[src/rtl/mrq_pkg.sv]
// ----------------------------------------------------------------------------
// mrq_pkg: shared types and constants of the motion rate qualifier
// Register indexes, reset values, saturation limits and alert level codes.
// ----------------------------------------------------------------------------
`default_nettype none

package mrq_pkg;

   localparam logic [1:0] REG_ARMED    = 2'd0;
   localparam logic [1:0] REG_DEBOUNCE = 2'd1;
   localparam logic [1:0] REG_WINDOW   = 2'd2;

   localparam logic        ARMED_RESET    = 1'b1;
   localparam logic [15:0] DEBOUNCE_RESET = 16'd50;
   localparam logic [23:0] WINDOW_RESET   = 24'd60000;

   localparam logic [15:0] TALLY_MAX = 16'hFFFF;
   localparam logic [5:0]  COUNT_MAX = 6'd63;

   localparam logic OP_SAMPLE = 1'b0;
   localparam logic OP_CLEAR  = 1'b1;

   localparam logic [1:0] LEVEL_LOW    = 2'd0;
   localparam logic [1:0] LEVEL_MEDIUM = 2'd1;
   localparam logic [1:0] LEVEL_HIGH   = 2'd2;

   typedef struct packed {
      logic [31:0] now_ms;
      logic [23:0] window_ms;
   } mrq_sweep_type;

endpackage

`default_nettype wire

[src/rtl/mrq_if.sv]
// ----------------------------------------------------------------------------
// mrq_if: request and response channels of the motion rate qualifier
// Valid/ready channels; a transfer happens when valid and ready are both high.
// ----------------------------------------------------------------------------
`default_nettype none

interface mrq_req_if;
   logic        valid;
   logic        ready;
   logic        operation;
   logic        pir_level;
   logic [31:0] now_ms;

   modport source (output valid, output operation, output pir_level, output now_ms,
                   input ready);
   modport sink (input valid, input operation, input pir_level, input now_ms,
                 output ready);
endinterface

interface mrq_rsp_if;
   logic        valid;
   logic        ready;
   logic        motion_active;
   logic        alert_raised;
   logic        motion_cleared;
   logic [15:0] alert_total;
   logic [5:0]  window_count;
   logic [1:0]  alert_level;

   modport source (output valid, output motion_active, output alert_raised,
                   output motion_cleared, output alert_total, output window_count,
                   output alert_level, input ready);
   modport sink (input valid, input motion_active, input alert_raised,
                 input motion_cleared, input alert_total, input window_count,
                 input alert_level, output ready);
endinterface

`default_nettype wire

[src/rtl/mrq_cell.sv]
// ----------------------------------------------------------------------------
// mrq_cell: one event slot of the window counting chain
// Holds one event time, shifts it on to the next slot when a new event is
// stored, and adds its own window hit to the partial count from its neighbor.
// ----------------------------------------------------------------------------
`default_nettype none

module mrq_cell #(
   parameter int INDEX = 0,
   parameter int CW    = 6
) (
   input  wire                 clock,
   input  wire                 shift_en,
   input  wire  [31:0]         shift_time,
   input  wire  mrq_pkg::mrq_sweep_type sweep,
   input  wire  [CW-1:0]       stored_count,
   input  wire  [CW-1:0]       count_in,
   output logic [31:0]         time_out,
   output logic [CW-1:0]       count_out
);

   logic [31:0]   time_ff;
   logic [31:0]   time_in;
   logic [CW-1:0] count_ff;
   logic [CW-1:0] count_in_next;
   logic [31:0]   age;
   logic          hit;

   always_comb begin
      time_in = shift_en ? shift_time : time_ff;
      age = sweep.now_ms - time_ff;
      hit = (stored_count > CW'(INDEX)) && (age <= {8'd0, sweep.window_ms});
      count_in_next = count_in + CW'(hit);
   end

   always_ff @(posedge clock) begin
      time_ff <= time_in;
      count_ff <= count_in_next;
   end

   assign time_out = time_ff;
   assign count_out = count_ff;

endmodule

`default_nettype wire

[src/rtl/motion_rate_qualifier.sv]
// ----------------------------------------------------------------------------
// motion_rate_qualifier: debounced motion detector with window event count
// Debounces the sensor level, counts armed rises, keeps recent rise times in
// a chain of slots and counts those inside the time window.
// ----------------------------------------------------------------------------
//
//   channel  direction  transfer when         payload
//   req      in         req.valid & ready     operation, pir_level, now_ms
//   rsp      out        rsp.valid & ready     flags, alert_total, window_count, level
//   csr      in         csr_we                csr_index, csr_wdata
//
// Each item's result is offered once the partial count has rippled along the
// chain, one slot per cycle, and a new transfer is taken only in the idle state,
// after the result of the last item has been loaded.
// The result register lets the next item enter while a result waits.
// Synchronous active high reset clears the control state and loads the configuration registers with their reset values.
// A stalled response holds the finished count until it can be loaded.
// ----------------------------------------------------------------------------
`default_nettype none

module motion_rate_qualifier #(
   parameter int EVENT_SLOTS = 32
) (
   input  wire         clock,
   input  wire         reset,
   mrq_req_if.sink     req,
   mrq_rsp_if.source   rsp,
   input  wire         csr_we,
   input  wire  [1:0]  csr_index,
   input  wire  [23:0] csr_wdata
);

   localparam int CW = $clog2(EVENT_SLOTS + 1);

   localparam logic [1:0] ST_IDLE = 2'd0;
   localparam logic [1:0] ST_RUN  = 2'd1;
   localparam logic [1:0] ST_HOLD = 2'd2;

   logic        armed_ff;
   logic [15:0] debounce_ff;
   logic [23:0] window_ff;

   logic [1:0]    state_ff, state_in;
   logic [CW-1:0] sweep_cnt_ff, sweep_cnt_in;
   logic          motion_ff, motion_in;
   logic [31:0]   last_change_ff, last_change_in;
   logic [CW-1:0] stored_ff, stored_in;
   logic [15:0]   tally_ff, tally_in;
   logic [31:0]   now_ff;
   logic          raised_ff, raised_in;
   logic          cleared_ff, cleared_in;

   logic          out_valid_ff, out_valid_in;
   logic          out_motion_ff;
   logic          out_raised_ff;
   logic          out_cleared_ff;
   logic [15:0]   out_total_ff;
   logic [5:0]    out_count_ff;
   logic [1:0]    out_level_ff;

   logic          accept;
   logic          change;
   logic          event_store;
   logic          sweep_done;
   logic          load_out;
   logic [5:0]    count_sat;
   logic [1:0]    level;
   logic [CW+5:0] count_ext;

   logic [31:0]   time_chain [EVENT_SLOTS];
   logic [CW-1:0] count_chain [EVENT_SLOTS];
   mrq_pkg::mrq_sweep_type sweep;

   assign req.ready = (state_ff == ST_IDLE);
   assign accept = req.valid && req.ready;
   assign change = (req.pir_level != motion_ff) &&
                   ((req.now_ms - last_change_ff) > {16'd0, debounce_ff});
   assign event_store = accept && (req.operation == mrq_pkg::OP_SAMPLE) && change &&
                        req.pir_level && armed_ff;
   assign sweep = {now_ff, window_ff};

   for (genvar i = 0; i < EVENT_SLOTS; i++) begin : g_cell
      logic [31:0]   shift_time;
      logic [CW-1:0] count_prev;
      if (i == 0) begin : g_head
         assign shift_time = req.now_ms;
         assign count_prev = '0;
      end else begin : g_body
         assign shift_time = time_chain[i-1];
         assign count_prev = count_chain[i-1];
      end
      mrq_cell #(
         .INDEX (i),
         .CW    (CW)
      ) u_cell (
         .clock        (clock),
         .shift_en     (event_store),
         .shift_time   (shift_time),
         .sweep        (sweep),
         .stored_count (stored_ff),
         .count_in     (count_prev),
         .time_out     (time_chain[i]),
         .count_out    (count_chain[i])
      );
   end

   always_comb begin
      count_ext = (CW + 6)'(count_chain[EVENT_SLOTS-1]);
      count_sat = (count_ext > (CW + 6)'(mrq_pkg::COUNT_MAX)) ?
                  mrq_pkg::COUNT_MAX : count_ext[5:0];
      if (count_sat >= 6'd3) begin
         level = mrq_pkg::LEVEL_HIGH;
      end else if (count_sat == 6'd2) begin
         level = mrq_pkg::LEVEL_MEDIUM;
      end else begin
         level = mrq_pkg::LEVEL_LOW;
      end
   end

   always_comb begin
      state_in = state_ff;
      sweep_cnt_in = sweep_cnt_ff;
      motion_in = motion_ff;
      last_change_in = last_change_ff;
      stored_in = stored_ff;
      tally_in = tally_ff;
      raised_in = raised_ff;
      cleared_in = cleared_ff;
      sweep_done = 1'b0;
      load_out = 1'b0;
      out_valid_in = out_valid_ff && !rsp.ready;

      unique case (state_ff)
         ST_IDLE: begin
            if (accept) begin
               state_in = ST_RUN;
               sweep_cnt_in = '0;
               raised_in = 1'b0;
               cleared_in = 1'b0;
               if (req.operation == mrq_pkg::OP_CLEAR) begin
                  tally_in = '0;
                  stored_in = '0;
               end else if (change) begin
                  motion_in = req.pir_level;
                  last_change_in = req.now_ms;
                  if (!req.pir_level) begin
                     cleared_in = 1'b1;
                  end else if (armed_ff) begin
                     raised_in = 1'b1;
                     if (tally_ff != mrq_pkg::TALLY_MAX) begin
                        tally_in = tally_ff + 16'd1;
                     end
                     if (stored_ff != CW'(EVENT_SLOTS)) begin
                        stored_in = stored_ff + CW'(1);
                     end
                  end
               end
            end
         end
         ST_RUN: begin
            if (sweep_cnt_ff == CW'(EVENT_SLOTS)) begin
               sweep_done = 1'b1;
            end else begin
               sweep_cnt_in = sweep_cnt_ff + CW'(1);
            end
         end
         ST_HOLD: begin
            sweep_done = 1'b1;
         end
         default: begin
            state_in = ST_IDLE;
         end
      endcase

      if (sweep_done) begin
         if (!out_valid_ff || rsp.ready) begin
            load_out = 1'b1;
            out_valid_in = 1'b1;
            state_in = ST_IDLE;
         end else begin
            state_in = ST_HOLD;
         end
      end
   end

   always_ff @(posedge clock) begin
      if (reset) begin
         armed_ff <= mrq_pkg::ARMED_RESET;
         debounce_ff <= mrq_pkg::DEBOUNCE_RESET;
         window_ff <= mrq_pkg::WINDOW_RESET;
      end else if (csr_we) begin
         unique case (csr_index)
            mrq_pkg::REG_ARMED:    armed_ff <= csr_wdata[0];
            mrq_pkg::REG_DEBOUNCE: debounce_ff <= csr_wdata[15:0];
            mrq_pkg::REG_WINDOW:   window_ff <= csr_wdata;
            default: begin
            end
         endcase
      end
   end

   always_ff @(posedge clock) begin
      if (reset) begin
         state_ff <= ST_IDLE;
         sweep_cnt_ff <= '0;
         motion_ff <= 1'b0;
         last_change_ff <= '0;
         stored_ff <= '0;
         tally_ff <= '0;
         raised_ff <= 1'b0;
         cleared_ff <= 1'b0;
         out_valid_ff <= 1'b0;
      end else begin
         state_ff <= state_in;
         sweep_cnt_ff <= sweep_cnt_in;
         motion_ff <= motion_in;
         last_change_ff <= last_change_in;
         stored_ff <= stored_in;
         tally_ff <= tally_in;
         raised_ff <= raised_in;
         cleared_ff <= cleared_in;
         out_valid_ff <= out_valid_in;
      end
   end

   always_ff @(posedge clock) begin
      if (accept) begin
         now_ff <= req.now_ms;
      end
      if (load_out) begin
         out_motion_ff <= motion_ff;
         out_raised_ff <= raised_ff;
         out_cleared_ff <= cleared_ff;
         out_total_ff <= tally_ff;
         out_count_ff <= count_sat;
         out_level_ff <= level;
      end
   end

   assign rsp.valid = out_valid_ff;
   assign rsp.motion_active = out_motion_ff;
   assign rsp.alert_raised = out_raised_ff;
   assign rsp.motion_cleared = out_cleared_ff;
   assign rsp.alert_total = out_total_ff;
   assign rsp.window_count = out_count_ff;
   assign rsp.alert_level = out_level_ff;

`ifndef SYNTHESIS
   a_stored_bound: assert property (@(posedge clock) disable iff (reset)
      stored_ff <= CW'(EVENT_SLOTS))
      else $error("stored event count exceeds the slot count");

   a_clear_empties: assert property (@(posedge clock) disable iff (reset)
      accept && (req.operation == mrq_pkg::OP_CLEAR) |=> (stored_ff == '0) &&
      (tally_ff == '0))
      else $error("clear transfer did not empty the ring and total");

   a_raise_flags: assert property (@(posedge clock) disable iff (reset)
      rsp.valid && rsp.alert_raised |-> rsp.motion_active && !rsp.motion_cleared)
      else $error("alert raised without an active motion state");

   a_load_after_sweep: assert property (@(posedge clock) disable iff (reset)
      load_out |-> $past(state_ff != ST_IDLE))
      else $error("result loaded without a finished sweep");
`endif

endmodule

`default_nettype wire

[src/flat_wrapper.sv]
// flat-port wrapper written by rule: the top's interface ports become plain ports
module motion_rate_qualifier_flat 
#(
   parameter int EVENT_SLOTS = 32
)
  (clock, reset, csr_we, csr_index, csr_wdata, req_valid, req_operation, req_pir_level, req_now_ms, req_ready, rsp_valid, rsp_motion_active, rsp_alert_raised, rsp_motion_cleared, rsp_alert_total, rsp_window_count, rsp_alert_level, rsp_ready);
  mrq_req_if req_i ();
  mrq_rsp_if rsp_i ();
  input  wire clock;
  input  wire reset;
  input  wire csr_we;
  input  wire  [1:0] csr_index;
  input  wire  [23:0] csr_wdata;
  input wire logic [$bits(req_i.valid)-1:0] req_valid;
  input wire logic [$bits(req_i.operation)-1:0] req_operation;
  input wire logic [$bits(req_i.pir_level)-1:0] req_pir_level;
  input wire logic [$bits(req_i.now_ms)-1:0] req_now_ms;
  output wire logic [$bits(req_i.ready)-1:0] req_ready;
  output wire logic [$bits(rsp_i.valid)-1:0] rsp_valid;
  output wire logic [$bits(rsp_i.motion_active)-1:0] rsp_motion_active;
  output wire logic [$bits(rsp_i.alert_raised)-1:0] rsp_alert_raised;
  output wire logic [$bits(rsp_i.motion_cleared)-1:0] rsp_motion_cleared;
  output wire logic [$bits(rsp_i.alert_total)-1:0] rsp_alert_total;
  output wire logic [$bits(rsp_i.window_count)-1:0] rsp_window_count;
  output wire logic [$bits(rsp_i.alert_level)-1:0] rsp_alert_level;
  input wire logic [$bits(rsp_i.ready)-1:0] rsp_ready;
  assign req_i.valid = req_valid;
  assign req_i.operation = req_operation;
  assign req_i.pir_level = req_pir_level;
  assign req_i.now_ms = req_now_ms;
  assign req_ready = req_i.ready;
  assign rsp_valid = rsp_i.valid;
  assign rsp_motion_active = rsp_i.motion_active;
  assign rsp_alert_raised = rsp_i.alert_raised;
  assign rsp_motion_cleared = rsp_i.motion_cleared;
  assign rsp_alert_total = rsp_i.alert_total;
  assign rsp_window_count = rsp_i.window_count;
  assign rsp_alert_level = rsp_i.alert_level;
  assign rsp_i.ready = rsp_ready;
  motion_rate_qualifier #(.EVENT_SLOTS(EVENT_SLOTS)) u_core (.clock(clock), .reset(reset), .req(req_i), .rsp(rsp_i), .csr_we(csr_we), .csr_index(csr_index), .csr_wdata(csr_wdata));
endmodule
[config.mk]
export PLATFORM = sky130hd
export DESIGN_NAME = motion_rate_qualifier_flat
export DESIGN_NICKNAME = d
export VERILOG_FILES = /design/src/rtl/mrq_pkg.sv /design/src/rtl/mrq_if.sv /design/src/rtl/mrq_cell.sv /design/src/rtl/motion_rate_qualifier.sv /design/src/flat_wrapper.sv
export SDC_FILE = /design/constraint.sdc
export NUM_CORES = 2
export LEC_CHECK = 0
export BUFFER_PORTS_ARGS = -buffer_cell sky130_fd_sc_hd__buf_4
export CAP_MARGIN = 40
export CORE_MARGIN = 2
export CORE_UTILIZATION = 35
export DETAILED_ROUTE_END_ITERATION = 10
export MAX_ROUTING_LAYER = met4
export PLACE_DENSITY = 0.54
export SLEW_MARGIN = 20
export SYNTH_ARGS = -nofsm -noshare
export SYNTH_HDL_FRONTEND = slang
export SYNTH_SLANG_ARGS = --single-unit
[constraint.sdc]
create_clock -name clock -period 117.5 [get_ports clock]
set_input_delay 5.875 -clock clock [delete_from_list [all_inputs] [get_ports clock]]
set_output_delay 5.875 -clock clock [all_outputs]
set_load 0.1 [all_outputs]
==> results.md <==
- Die X: 573 um
- Reg2reg setup slack: 108.47 ns
- Comb pwr share: 0.302
- Worst setup EP type: flip-flop
- YS warnings: 0
- Reg clk slew, reported paths: 0.06 ns
- EDFF count, synth: 1083
- Routed WL per cell: 19.1 um
- Worst EP arrival: 14.40 ns
- FF-to-FF path depth: 33
- Hold Path Class: reg -> reg
- Clock Latency Late Sink: 0.87 ns
- Part of the power in registers: 0.341
- Core area: 0.323 sq mm
- Reg2Reg Capture Point: u_core.g_cell[29].u_cell.time_out[1]
- Rel. slew slack: 0.364
- WHS Endpoint: u_core.g_cell[11].u_cell.time_out[20]
- Initial antenna violation count: 16
- Synth Area per Inst: 9.35 sq um
- Fin crit share: 0.118
- Setup TNS: 0 ns
- Number of iterations in the first detailed-routing pass: 6
- CP Launch Type: primary input
- CTS resizes: 0
- Vias: 90200
- Synth Register Bits: 1367
- Internal: 1.06 mW
- Max Root-Sink Buffers: 4
- CTS tree: done
- Starting density of the core: 0.351
- Layout net count: 14500
- Leakage power: 55.7 nW
- Max_cap viols: 0
- Peak VDD IR: 0.0110 mV
- First-pass GRT wire length: 494000 um
- Num CTS Buffers: 176
- Post-synth top cells: 1878 x ha_1, 1355 x inv_1, 1083 x edfxtp_1, 1046 x a21oi_1, 761 x nor2_1
- Port buffer count: 93
- Clk_skew: 0.0640 ns
- # setup viols final: 0
- Largest net degree at the start of global routing: 75
- RePlAce Congestion: 0.906
- Final Hold Fails: 0
- Rows: 209
- Largest cells by area after synthesis: edfxtp_1 29%, ha_1 21%, dfxtp_1 5.0%
- Critical path's largest stage delay: 0.48 ns
- Total gr overflow: 0
- Post-synth net total: 14100
- Starting DRC count in detailed routing: 4411
- Min cycle time layout: 13.88 ns
- DIE AREA: 0.329 sq mm
- Ports: 94
- Min-Delay Path Depth: 0
- Critical path's slowest cell: buf_4
- P per Cell Area: 12.4 mW/mm^2
- Critical setup path kind: in -> reg
- Post-synthesis sequential area ratio: 0.337
- Area delta synth->final: 11.6%
- Syn Inst Count: 12100
- Mapped Area: 0.113 sq mm
- Count leader, synth: ha_1
- Root Driver: clkbuf_16
- Asr flop ratio synth: 0
- Post-CTS Hold Buffers: 0
- Req. time, crit path: 118.02 ns
- Status: finished clean
- Drt total wl: 323000 um
- Vias in the first global route: 91500
- Remaining antenna violation count: 0
- Clock power frac: 0.356
- FMAX: 72.1 MHz
- Tot GR Track Use: 0.196
- Top FF cell, synth: edfxtp_1
- Synth top area share: 0.287
- H-Tree Depth: 4
- Post-CTS Setup Inserts: 0
- DP HPWL: 258000 um
- CP max FO: 56
- Sw frac: 0.324
- HP Start: u_core.g_cell[10].u_cell.time_out[20]
- Die height: 573 um
- Most frequent CP cell: buf_4
- Layout cells sized above 1: 0.0487
- DRC: 0
- Worst-Margin Slew: 0.942 ns
- Post-synth cell types: 94
- Leading area contributor after synthesis: edfxtp_1
- Slew Limit Fails: 0
- Vias per cell: 5.32
- Net load switching power: 507 uW
- Hold Worst Slack: 0.383 ns
- RSZ-0062 raised after global routing: no
- CTS sink cnt: 1367
- Reg2reg start: u_core.last_change_ff[0]
-- routing by layer --
metal,share of wire,GRT usage,up-vias
li1,-,-,45300
met1,0.40,0.211,42800
met2,0.53,0.369,1431
met3,0.030,0.0177,584
met4,0.044,0.0787,0
met5,0,-,-
-- kinds of logic (layout without fill, tap and decap cells) --
kind of cell               count (synthesis)  count (layout)  share of synthesized area
xor gates and xnor gates                 885             885                     0.0683
adders and majority gates               1911            1911                      0.213
other                                      0               6                          0
and+or+nand+nor                         2998            2998                      0.132
muxes                                     91              91                    0.00817
AOI/OAI and AO/OA                       3433            3433                      0.194
buffers and inverters                   1453            1931                     0.0483
DFF                                     1367            1367                      0.337
-- through the flow --
stage	std cells	cell area (sq um)	worst slack, ns	total power [mW]	util
after CTS	16900	126000	103.06	1.58	0.391
after global routing	16900	127000	102.88	1.66	0.391
after global placement	16600	120000	100.88	1.02	0.372
final	16900	127000	103.62	1.56	0.391
after detailed placement	16600	121000	102.15	1.02	0.373
after floorplan	12100	113000	7.50	0.918	-
-- sequential cells by signal (all words and copies together) (netlist names), 2 cells and up --
register and cells:
u_core.g_cell.u_cell.count_out 177, u_core.last_change_ff 32, u_core.window_ff 24, u_core.tally_ff 16, u_core.debounce_ff 16, u_core.rsp.alert_level 2, u_core.rsp.alert_total 16, u_core.now_ff 32
u_core.sweep_cnt_ff 6, u_core.state_ff 2, u_core.rsp.window_count 6, u_core.stored_ff 6, u_core.g_cell.u_cell.time_out 1024
-- how the worst max path moves through the flow --
stage	start	end	slack [ns]	cells after the start
2_1_floorplan	req_now_ms[0]	u_core.g_cell[0].u_cell.time_out[0]	7.50	24
4_1_cts	req_now_ms[0]	u_core.g_cell[27].u_cell.time_out[9]	103.06	35
3_3_place_gp	req_now_ms[0]	u_core.g_cell[29].u_cell.time_out[0]	100.88	31
6_report	req_now_ms[0]	u_core.g_cell[29].u_cell.time_out[1]	103.62	35
5_1_grt	req_now_ms[0]	u_core.g_cell[29].u_cell.time_out[1]	102.88	35
3_5_place_dp	req_now_ms[0]	u_core.g_cell[29].u_cell.time_out[0]	102.15	35
-- critical path, delay by kind of cell --
family / cells / cell delay [ns]
AOI/OAI and AO/OA: 11 / 2.03
adders and majority gates: 3 / 0.86
xor gates and xnor gates: 1 / 0.09
buffers and inverters: 13 / 3.94
and+or+nand+nor: 7 / 1.35
-- placed cells by master (no fill, tap or decap), drive strengths merged, types with 238 or more instances in the layout --
| cell type | count |
|---|---|
| o21ai | 683 |
| clkbuf | 238 |
| a21o | 569 |
| ha | 1878 |
| nand3 | 279 |
| nand4 | 242 |
| inv | 1358 |
| nor2 | 761 |
| edfxtp | 1083 |
| nand2 | 618 |
| dfxtp | 284 |
| nor2b | 256 |
| xnor2 | 605 |
| buf | 261 |
| xor2 | 280 |
| a21oi | 1049 |
-- power groups by stage --
stage	clock (mW)	combinational (mW)	sequential (mW)
2_1_floorplan	0	0.340	0.578
3_3_place_gp	0	0.471	0.545
3_5_place_dp	0	0.473	0.545
4_1_cts	0.574	0.476	0.534
5_1_grt	0.591	0.533	0.535
6_report	0.558	0.473	0.534
-- layout make-up --
type / count / area, sq um
inverter: 1355 / 5090
clock inverter: 75 / 830
clock buffer: 237 / 5000
tap: 4325 / 5410
timing repair buffer: 264 / 2210
fill: 32500 / 197000
antenna: 6 / 15.0
sequential: 1367 / 38200
multi-input combinational: 9318 / 69800
(Power assumes the default switching activity.)
